$ cat src/rtl/core/sarb_pkg.sv
// Shared types and codes for the send/ack ring buffer.
package sarb_pkg;

  // Fixed field widths.
  localparam int unsigned CountW = 13;
  localparam int unsigned ByteW  = 8;
  localparam int unsigned FuncW  = 3;
  localparam int unsigned StatW  = 2;

  localparam logic [CountW-1:0] RingSizeReset = 13'd4096;

  typedef enum logic [FuncW-1:0] {
    FUNC_RESERVE    = 3'd0,
    FUNC_WRITE      = 3'd1,
    FUNC_PEEK_SENT  = 3'd2,
    FUNC_PEEK_ACKED = 3'd3,
    FUNC_ADV_SENT   = 3'd4,
    FUNC_ADV_ACK    = 3'd5,
    FUNC_REWIND     = 3'd6
  } func_e;

  typedef enum logic [StatW-1:0] {
    ST_DONE   = 2'd0,
    ST_REJECT = 2'd1,
    ST_DROP   = 2'd2
  } status_e;

  typedef struct packed {
    logic [FuncW-1:0]  func;
    logic [CountW-1:0] length;
    logic [ByteW-1:0]  data_byte;
  } in_word_t;

  typedef struct packed {
    logic [StatW-1:0]  status;
    logic [ByteW-1:0]  read_byte;
    logic              last;
    logic [CountW-1:0] unsent_count;
    logic [CountW-1:0] unacked_count;
    logic [CountW-1:0] free_count;
  } out_word_t;

  // Per-command info handed from front to back.
  typedef struct packed {
    logic              is_peek;
    status_e           status;
    logic [CountW-1:0] unsent;
    logic [CountW-1:0] unacked;
    logic [CountW-1:0] free;
  } q_meta_t;

endpackage

$ cat src/rtl/core/sarb_queue.sv
// Two-entry command FIFO between front and back.
module sarb_queue #(
  parameter int unsigned W = 8
) (
  input  logic         clk_i,
  input  logic         rst_ni,
  input  logic         push_i,
  input  logic [W-1:0] data_i,
  output logic         full_o,
  output logic         valid_o,
  output logic [W-1:0] data_o,
  input  logic         pop_i
);
  import sarb_pkg::*;

  localparam int unsigned Depth = 2;
  localparam int unsigned IW    = $clog2(Depth);

  logic [W-1:0]  ent_q [Depth];
  logic [IW-1:0] rd_q, rd_d, wr_q, wr_d;
  logic [IW:0]   cnt_q, cnt_d;
  logic          do_push, do_pop;

  assign full_o  = (cnt_q == (IW+1)'(Depth));
  assign valid_o = (cnt_q != '0);
  assign data_o  = ent_q[rd_q];
  assign do_push = push_i && !full_o;
  assign do_pop  = pop_i && valid_o;

  always_comb begin
    rd_d  = do_pop  ? rd_q + IW'(1) : rd_q;
    wr_d  = do_push ? wr_q + IW'(1) : wr_q;
    cnt_d = cnt_q + (IW+1)'(do_push) - (IW+1)'(do_pop);
  end

  always_ff @(posedge clk_i) begin
    if (do_push) ent_q[wr_q] <= data_i;
  end

  always_ff @(posedge clk_i or negedge rst_ni) begin
    if (!rst_ni) begin
      rd_q  <= '0;
      wr_q  <= '0;
      cnt_q <= '0;
    end else begin
      rd_q  <= rd_d;
      wr_q  <= wr_d;
      cnt_q <= cnt_d;
    end
  end

endmodule

$ cat config.mk
export PLATFORM = sky130hd
export DESIGN_NAME = sarb_queue
export DESIGN_NICKNAME = d
export VERILOG_FILES = /design/src/rtl/core/sarb_pkg.sv /design/src/rtl/core/sarb_queue.sv
export SDC_FILE = /design/constraint.sdc
export NUM_CORES = 1
export LEC_CHECK = 0
export BUFFER_PORTS_ARGS = -buffer_cell sky130_fd_sc_hd__clkbuf_2
export CORE_MARGIN = 10
export CORE_UTILIZATION = 52
export DETAILED_ROUTE_END_ITERATION = 6
export PLACE_DENSITY = 0.81
export SLEW_MARGIN = 10
export SYNTH_ARGS = -nofsm -noshare
export SYNTH_HDL_FRONTEND = slang
export SYNTH_SLANG_ARGS = --single-unit
$ cat constraint.sdc
create_clock -name clk_i -period 4.7 [get_ports clk_i]
set_input_delay 0.47 -clock clk_i [delete_from_list [all_inputs] [get_ports clk_i]]
set_output_delay 0.47 -clock clk_i [all_outputs]
set_load 0.02 [all_outputs]
* Word-level counts from Yosys, hierarchy flattened
Memory sizes are Yosys's and may differ from the RTL's. Index checks and enable logic that the tools add are counted.
Word-level totals: memories 1, input bits 12, output and inout bits 10, memory bits (writable) 16, bits in read-only memories 0, logic and storage cells 15, bits in latches 0, register bits after elaboration 4
Cells by class: $lt $le $gt $ge 0, $add $sub $neg 4, shift operators 0, $mul 0, reductions and logical operators 4, equality and inequality tests 1, multiplexer cells 2, divide/modulo/power cells 0, bitwise logic cells 0
Memory list:
- ent_q | words 2, bits a word 8, rd ports 1, clocked after Yosys merged registers in 0, wr ports 1, line sarb_queue.sv:19 | logic [W-1:0] ent_q [Depth];
Operators with widths (number):
- adder 1 bit (second input constant) | 2
- adder 2 x 1 -> 2 bit | 1
- == test 2 bit (second input constant) | 1
- logical AND 1 bit | 2
- two-way mux 1 bit | 2
- nonzero test 2 bit | 1
- subtractor 2 x 1 -> 2 bit | 1
- zero test 1 bit | 1

* Longest topological paths before layout
Gate-level depths: netlist of run 1.
depth after elaboration 5, depth in mapped cells 7, gate-level depth less buffers 7

* Worst setup path before layout of run 1
OpenSTA, ideal clock, no wires.
path kind flip-flop to flip-flop, start register cnt_q[1], end register cnt_q[1], arrival 1539 ps, stages on the path, launching flop included 8, clock period less this slack 1661 ps, required time 4577 ps, path buffers 0, setup time 123 ps, path slack 3039 ps, path through dfrtp_1 -> or2_4 -> and2_4 -> ha_1 -> inv_1 -> ha_1 -> xnor2_1 -> xnor2_1
On the way: elaborated cells between the ends (all ways) 7, those cells by class add/sub (2); eq/ne (1); reduce/logical (4)
RTL lines:
- start: declaration | line sarb_queue.sv:21 | logic [IW:0] cnt_q, cnt_d;
- start signal: assignment | line sarb_queue.sv:48 | cnt_q <= cnt_d;
- nonzero test 2 bit | line sarb_queue.sv:25 | assign valid_o = (cnt_q != '0);
- named net valid_o | line sarb_queue.sv:10 | output logic valid_o,
- logical AND 1 bit | line sarb_queue.sv:28 | assign do_pop = pop_i && valid_o;
- named net do_pop | line sarb_queue.sv:22 | logic do_push, do_pop;
- subtractor 2 x 1 -> 2 bit | line sarb_queue.sv:33 | cnt_d = cnt_q + (IW+1)'(do_push) - (IW+1)'(do_pop);
- named net cnt_d[1] | line sarb_queue.sv:21
The timed path passes the listed nets, and every way through them passes these cells. A chain may end at the register's enable or synchronous reset.

* Worst setup path after layout of run 1
start register rd_q, end output data_o[5]
On the way: cells in the longest elaborated chain, start to end 1
RTL lines:
- start: declaration | line sarb_queue.sv:20 | logic [IW-1:0] rd_q, rd_d, wr_q, wr_d;
- start signal: assignment | line sarb_queue.sv:46 | rd_q <= rd_d;
- memory (2 x 8 bit)
- end: declaration | line sarb_queue.sv:11 | output logic [W-1:0] data_o,
Every way passes these cells.

==> impl_results.md, run 1 <==
- Cell area after synthesis: 781 µm²
- Clk_lat worst skew: 280 ps
- Crit-path slowest cell: dfrtp_1
- Final ANT Viol Nets: 0
- DR iter-0 viols: 6
- Die Y: 58.8 µm
- Final HPWL DP: 1.04 mm
- Static leakage: 0.399 nW
- Share of the synthesized area in the top cell type: 61.5%
- Mapped Avg Cell Area: 18.2 µm²
- Logic pwr share: 37.4%
- Sequential area share after synthesis: 74.4%
- Placer congestion estimate: 0.748
- Hold/Removal Path Class: input port to flip-flop
- Asr flop ratio synth: 20.0%
- Syn-to-layout area delta: 21.2%
- Met3 usage: 3.86%
- Pwr per Cell Area: 632 nW/µm²
- Peak supply drop: 0.338 mV
- Post-CTS sizing: 0
- Data required, critical path: 4230 ps
- Antenna fix cells: 0
- Cell Chain, Critical Path: mux2_2, clkbuf_2
- Pint: 0.395 mW
- Synth Warn #: 0
- Power share of the sequential group: 46.9%
- Number of port buffers: 21
- CTS Buf Count: 3
- Avg WL per Cell: 15.9 µm
- Max-slew violations: 0
- Largest net degree at the start of global routing: 12
- Core ar.: 1350 µm²
- Top cells by instance count after synthesis: edfxtp_1, mux2_2, dfrtp_1
- TritonCTS clock tree: done
- I/O pin cnt: 22
- Most numerous cell in the Yosys netlist: edfxtp_1
- Most used routing layer: met2
- Vias: 417
- Unrepaired setup endpoints after global routing: false
- Final setup TNS: 0 ps
- Worst EP arrival: 1420 ps
- Clock share of power: 15.7%
- Vias per inst: 5.02
- Final wirelength: 1.32 mm
- Leading area contributor after synthesis: edfxtp_1
- P_sw: 0.203 mW
- Seq cells post-synth: 20
- Critical path capture point type: output pin
- CP startpoint kind: flip-flop
- Initial Util: 57.8%
- Initial antenna violation count: 0
- Largest cells by area after synthesis: edfxtp_1, dfrtp_1, mux2_2, xnor2_1, ha_1
- First-pass GRT wire length: 2.13 mm
- Grt ovf: 0
- Synth unique cells: 14
- Clock-pin slew of the registers on the worst-case setup and hold paths: 100 ps
- CTS sink count: 20
- Via count of the first global-routing pass: 467
- Slew headroom: 53.0%
- Cells after Synth: 43
- Ys flop type: edfxtp_1
- R2R setup slack: 3010 ps
- Post-synth EDFFs: 16
- Layout cells sized above 1: 51.5%
- CP max FO: 9
- Post-route DRC: 0
- Crit share post-route: 40.2%
- Die W: 58.8 µm
- Switching fraction of total power: 33.9%
- Worst path max stage delay: 590 ps
- Met1 Use GR: 9.36%
- Overall power: 0.598 mW
- Worst-Margin Slew: 702 ps
- Max cap viols: 0
- NumNets Final: 83
- Status: finished, final reports clean
- Post-Syn Nets: 57
- Die ar.: 3450 µm²
- Fin. Hold Viols: 0
- Final Critical Period: 1890 ps
- Final setup viols: 0
- Clock buffer depth: 2
- Root Buffer: clkbuf_4
- H-Tree Level Count: 1
- Row count: 13
- WS Path Type: flip-flop to output pin
- Fmax: 0.530 GHz
- Met2 usage: 13.1%
- FILL cells: 92
- Setup Skew: 2.28 ps
- GRT Total Usage: 8.07%
- Pre-antenna DRT Iters: 5
[layer usage]
metal | up-vias | share of wire (%)
li1 | 204 | -
met1 | 193 | 43
met2 | 18 | 48
met3 | 2 | 8.2
met4 | 0 | 0.61
met5 | - | 0
[placed cells by master (no fill, tap or decap), drive strengths merged]
master       count
inv              2
dfrtp            4
nand2b           1
clkbuf          25
dlygate4sd3      1
and2             1
mux2             8
and3             1
nor2             1
xnor2            3
xor2             1
or2              1
edfxtp          16
nand2            1
ha               2
[kinds of logic after synthesis]
family	Yosys count	synth area share, %
flops	20	74.4
mux	8	11.5
simple gates	6	4.81
xor+xnor	4	4.49
buf+inv	3	1.60
fa+ha+maj	2	3.20
[area by class of cell]
| class | count | area (µm²) | share of cell area, % |
|---|---|---|---|
| clock buffers | 4 | 36.3 | 3.84 |
| inverters | 2 | 7.51 | 0.794 |
| multi-input cells | 20 | 188 | 19.8 |
| flip-flops and latches | 20 | 581 | 61.4 |
| well taps | 15 | 18.8 | 1.98 |
| repair buffers | 22 | 115 | 12.2 |
[worst paths after layout]
path / end / start / cells past startpoint
max in group asynchronous: wr_q / rst_ni / 2
max: data_o[5] / rd_q / 2
min in group asynchronous: rd_q / rst_ni / 2
min: ent_q[0][7] / data_i[7] / 1
max reg2reg: cnt_q[1] / cnt_q[1] / 7
min reg2reg: wr_q / wr_q / 1
[state kept, by name, summed over array words and instances (netlist names)]
signal and count:
cnt_q 2, ent_q 16, rd_q 1, wr_q 1
[stage by stage]
stage                     std cells  util [%]  hold slack, ps  setup slack (ps)  cell area [µm²]
after floorplan                  43         -             174              3040              781
after global placement           78      66.6             282              3050              900
after detailed placement         78      66.6             282              3020              900
after CTS                        83      70.1             365              2800              946
after global routing             83      70.1             344              2710              946
final                            83      70.1             366              2810              946
[critical path, delay by kind of cell (launching register included)]
kind / cells / cell delay [ps]
DFF: 1 / 590
muxes: 1 / 390
buffers and inverters: 1 / 160
[timing repair]
| item | CTS | global route |
|---|---|---|
| hold buffers | 1 | 0 |
| hold endpoints to repair | 4 | 0 |
| setup buffers | 0 | 0 |
[power by group through the flow]
stage	clock (mW)	combinational, mW	sequential [mW]
after floorplan	0	0.179	0.265
after global placement	0	0.222	0.283
after detailed placement	0	0.226	0.285
after CTS	0.0952	0.227	0.281
after global routing	0.107	0.245	0.288
final	0.0942	0.223	0.281
Power figures use the tool's default switching activity.
==> inputs of run 2 (changes only) <==
--- a/config.mk
+++ b/config.mk
@@ -5,11 +5,12 @@
 export SDC_FILE = /design/constraint.sdc
 export NUM_CORES = 1
 export LEC_CHECK = 0
+export ABC_AREA = 1
 export BUFFER_PORTS_ARGS = -buffer_cell sky130_fd_sc_hd__clkbuf_2
 export CORE_MARGIN = 10
-export CORE_UTILIZATION = 52
+export CORE_UTILIZATION = 44
 export DETAILED_ROUTE_END_ITERATION = 6
-export PLACE_DENSITY = 0.81
+export PLACE_DENSITY = 0.72
 export SLEW_MARGIN = 10
 export SYNTH_ARGS = -nofsm -noshare
 export SYNTH_HDL_FRONTEND = slang
==> constraint.sdc (replaced) <==
create_clock -name clk_i -period 1.6 [get_ports clk_i]
set_input_delay 0.16 -clock clk_i [delete_from_list [all_inputs] [get_ports clk_i]]
set_output_delay 0.16 -clock clk_i [all_outputs]
set_load 0.02 [all_outputs]
==> impl_results.md, run 2 <==
- Status: finished, final reports clean
- Final setup viols: 0
- Hold/Removal Path Class: input port to flip-flop
- Core ar.: 1760 µm²
- Final Critical Period: 1390 ps
- Cell area after synthesis: 832 µm²
- Largest net degree at the start of global routing: 12
- Unrepaired setup endpoints after global routing: false
- CTS Buf Count: 3
- Synth Warn #: 0
- FILL cells: 162
- Cell Chain, Critical Path: clkinv_4, nand2_1, nand2_1, clkbuf_2
- Overall power: 1.82 mW
- Switching fraction of total power: 41.6%
- First-pass GRT wire length: 2.33 mm
- Peak supply drop: 0.922 mV
- Initial Util: 47.2%
- TritonCTS clock tree: done
- Vias per inst: 4.38
- Post-route DRC: 0
- Top cells by instance count after synthesis: nand2_1, edfxtp_1, inv_1
- Setup ws final: 215 ps
- Die ar.: 4030 µm²
- Placed standard-cell area: 965 µm²
- P_sw: 0.758 mW
- CP max FO: 10
- Largest register FFs: 16
- Leading area contributor after synthesis: edfxtp_1
- Fin. Hold Viols: 0
- Reg area: 582 µm²
- Final setup TNS: 0 ps
- Logic pwr share: 41.7%
- WS Path Type: flip-flop to output pin
- Via count of the first global-routing pass: 527
- Post-route cell area: 1000 µm²
- Ys flop type: edfxtp_1
- Max cap viols: 0
- Multi-input gate area: 198 µm²
- Number of port buffers: 21
- Avg WL per Cell: 12.0 µm
- Biggest regs: ent_q (16), cnt_q (2)
- Initial antenna violation count: 0
- Worst-Margin Slew: 322 ps
- Critical path capture point type: output pin
- Post-synth EDFFs: 16
- Register-to-Register Path Depth: 9
- Vias: 547
- CTS sink count: 20
- Critical Path Start: rd_q
- Most used cell, CP: nand2_1
- Final HPWL DP: 1.16 mm
- Slew headroom: 78.5%
- Most numerous cell in the Yosys netlist: nand2_1
- Sequential area share after synthesis: 69.8%
- Die Y: 63.5 µm
- I/O pin cnt: 22
- Asr flop ratio synth: 20.0%
- Seq cells post-synth: 20
- Final wirelength: 1.50 mm
- Synth unique cells: 12
- Placer congestion estimate: 0.773
- H-Tree Level Count: 1
- Pint: 1.06 mW
- Critical Path End: data_o[6]
- Share of the synthesized area in the top cell type: 57.7%
- Max-slew violations: 0
- Pre-antenna DRT Iters: 4
- Worst path max stage delay: 510 ps
- Core Util, Final: 56.8%
- Syn-to-layout area delta: 20.5%
- Row count: 15
- DR iter-0 viols: 3
- Worst EP arrival: 1230 ps
- Crit-path slowest cell: dfrtp_2
- GRT Total Usage: 7.56%
- Antenna fix cells: 0
- Reg with most FFs: ent_q
- Layout cells sized above 1: 33.0%
- Data required, critical path: 1440 ps
- R2R setup slack: 240 ps
- DP Worst Slack: 247 ps
- Final ANT Viol Nets: 0
- Clock share of power: 13.4%
- Static leakage: 0.496 nW
- Commonest cells after routing, fill and taps aside: nand2_1, clkbuf_2, edfxtp_1
- NumNets Final: 115
- Fmax: 0.722 GHz
- Pwr per Cell Area: 1820 nW/µm²
- Largest cells by area after synthesis: edfxtp_1, nand2_1, dfrtp_1, inv_1, ha_1
- Power share of the sequential group: 44.9%
- CP startpoint kind: flip-flop
- Most common cell after layout, fill and taps aside: nand2_1
- Root Buffer: clkbuf_4
- Setup Skew: 3.57 ps
- Grt ovf: 0
- Clock buffer depth: 2
- Clock-pin slew of the registers on the worst-case setup and hold paths: 110 ps
- Die W: 63.5 µm
- RR Startpoint: cnt_q[1]
- Crit share post-route: 86.6%
- Mapped Avg Cell Area: 11.2 µm²
- FF-to-FF End: cnt_q[1]
- Cells after Synth: 74
- Post-Syn Nets: 88
- Clk_lat worst skew: 300 ps
-- run 2: kinds of logic after synthesis --
group	after synthesis	share of synthesized area, %
AND/OR/NAND/NOR	41	20.8
buffers and inverters	11	6.47
flip-flops	20	69.8
adder cells (fa/ha/maj)	2	3.01
-- run 2: per-layer routing --
layer	vias up	share of wire (%)	global-route usage [%]
met5	-	0	0
met4	0	3.1	5.74
met3	5	6.9	3.00
met2	13	49	12.7
met1	239	41	7.25
li1	290	-	-
-- run 2: worst min path at each step --
stage / to / cells past startpoint / startpoint
detailed placement: cnt_q[1] / 1 / rst_ni
CTS: ent_q[0][0] / 1 / data_i[0]
floorplan: cnt_q[0] / 0 / rst_ni
finish: ent_q[1][5] / 1 / data_i[5]
global placement: wr_q / 1 / rst_ni
global route: ent_q[1][0] / 1 / data_i[0]
-- run 2: worst max-delay path, delay by kind of cell (launching register included) --
family	cells	cell delay (ps)
buffers and inverters	2	280
DFF	1	510
and+or+nand+nor	2	130
-- run 2: repair_timing --
item | 4_1_cts | 5_1_grt
endpoints found under the hold margin | 4 | 0
setup buffers | 0 | 0
setup endpoints to repair | 0 | 3
resized for setup | 0 | 1
hold buffers | 1 | 0
-- run 2: power by group through the flow --
stage	clock, mW	combinational (mW)	sequential (mW)
finish	0.243	0.759	0.818
global route	0.265	0.852	0.834
CTS	0.252	0.782	0.817
detailed placement	0	0.778	0.830
global placement	0	0.762	0.823
floorplan	0	0.589	0.778
-- run 2: metrics by stage --
| step | hold WS [ps] | instances |
|---|---|---|
| finish | 38.7 | 125 |
| global route | 33.7 | 125 |
| CTS | 32.2 | 125 |
| detailed placement | -19.8 | 120 |
| global placement | -24.9 | 120 |
| floorplan | -136 | 74 |
-- run 2: cell type report --
type,count,area share (%)
Clock inverter,1,0.375
Multi-Input combinational cell,43,19.7
Tap cell,25,3.12
Clock buffer,3,2.25
Sequential cell,20,58.1
Timing Repair Buffer,23,12.2
Inverter,10,4.24
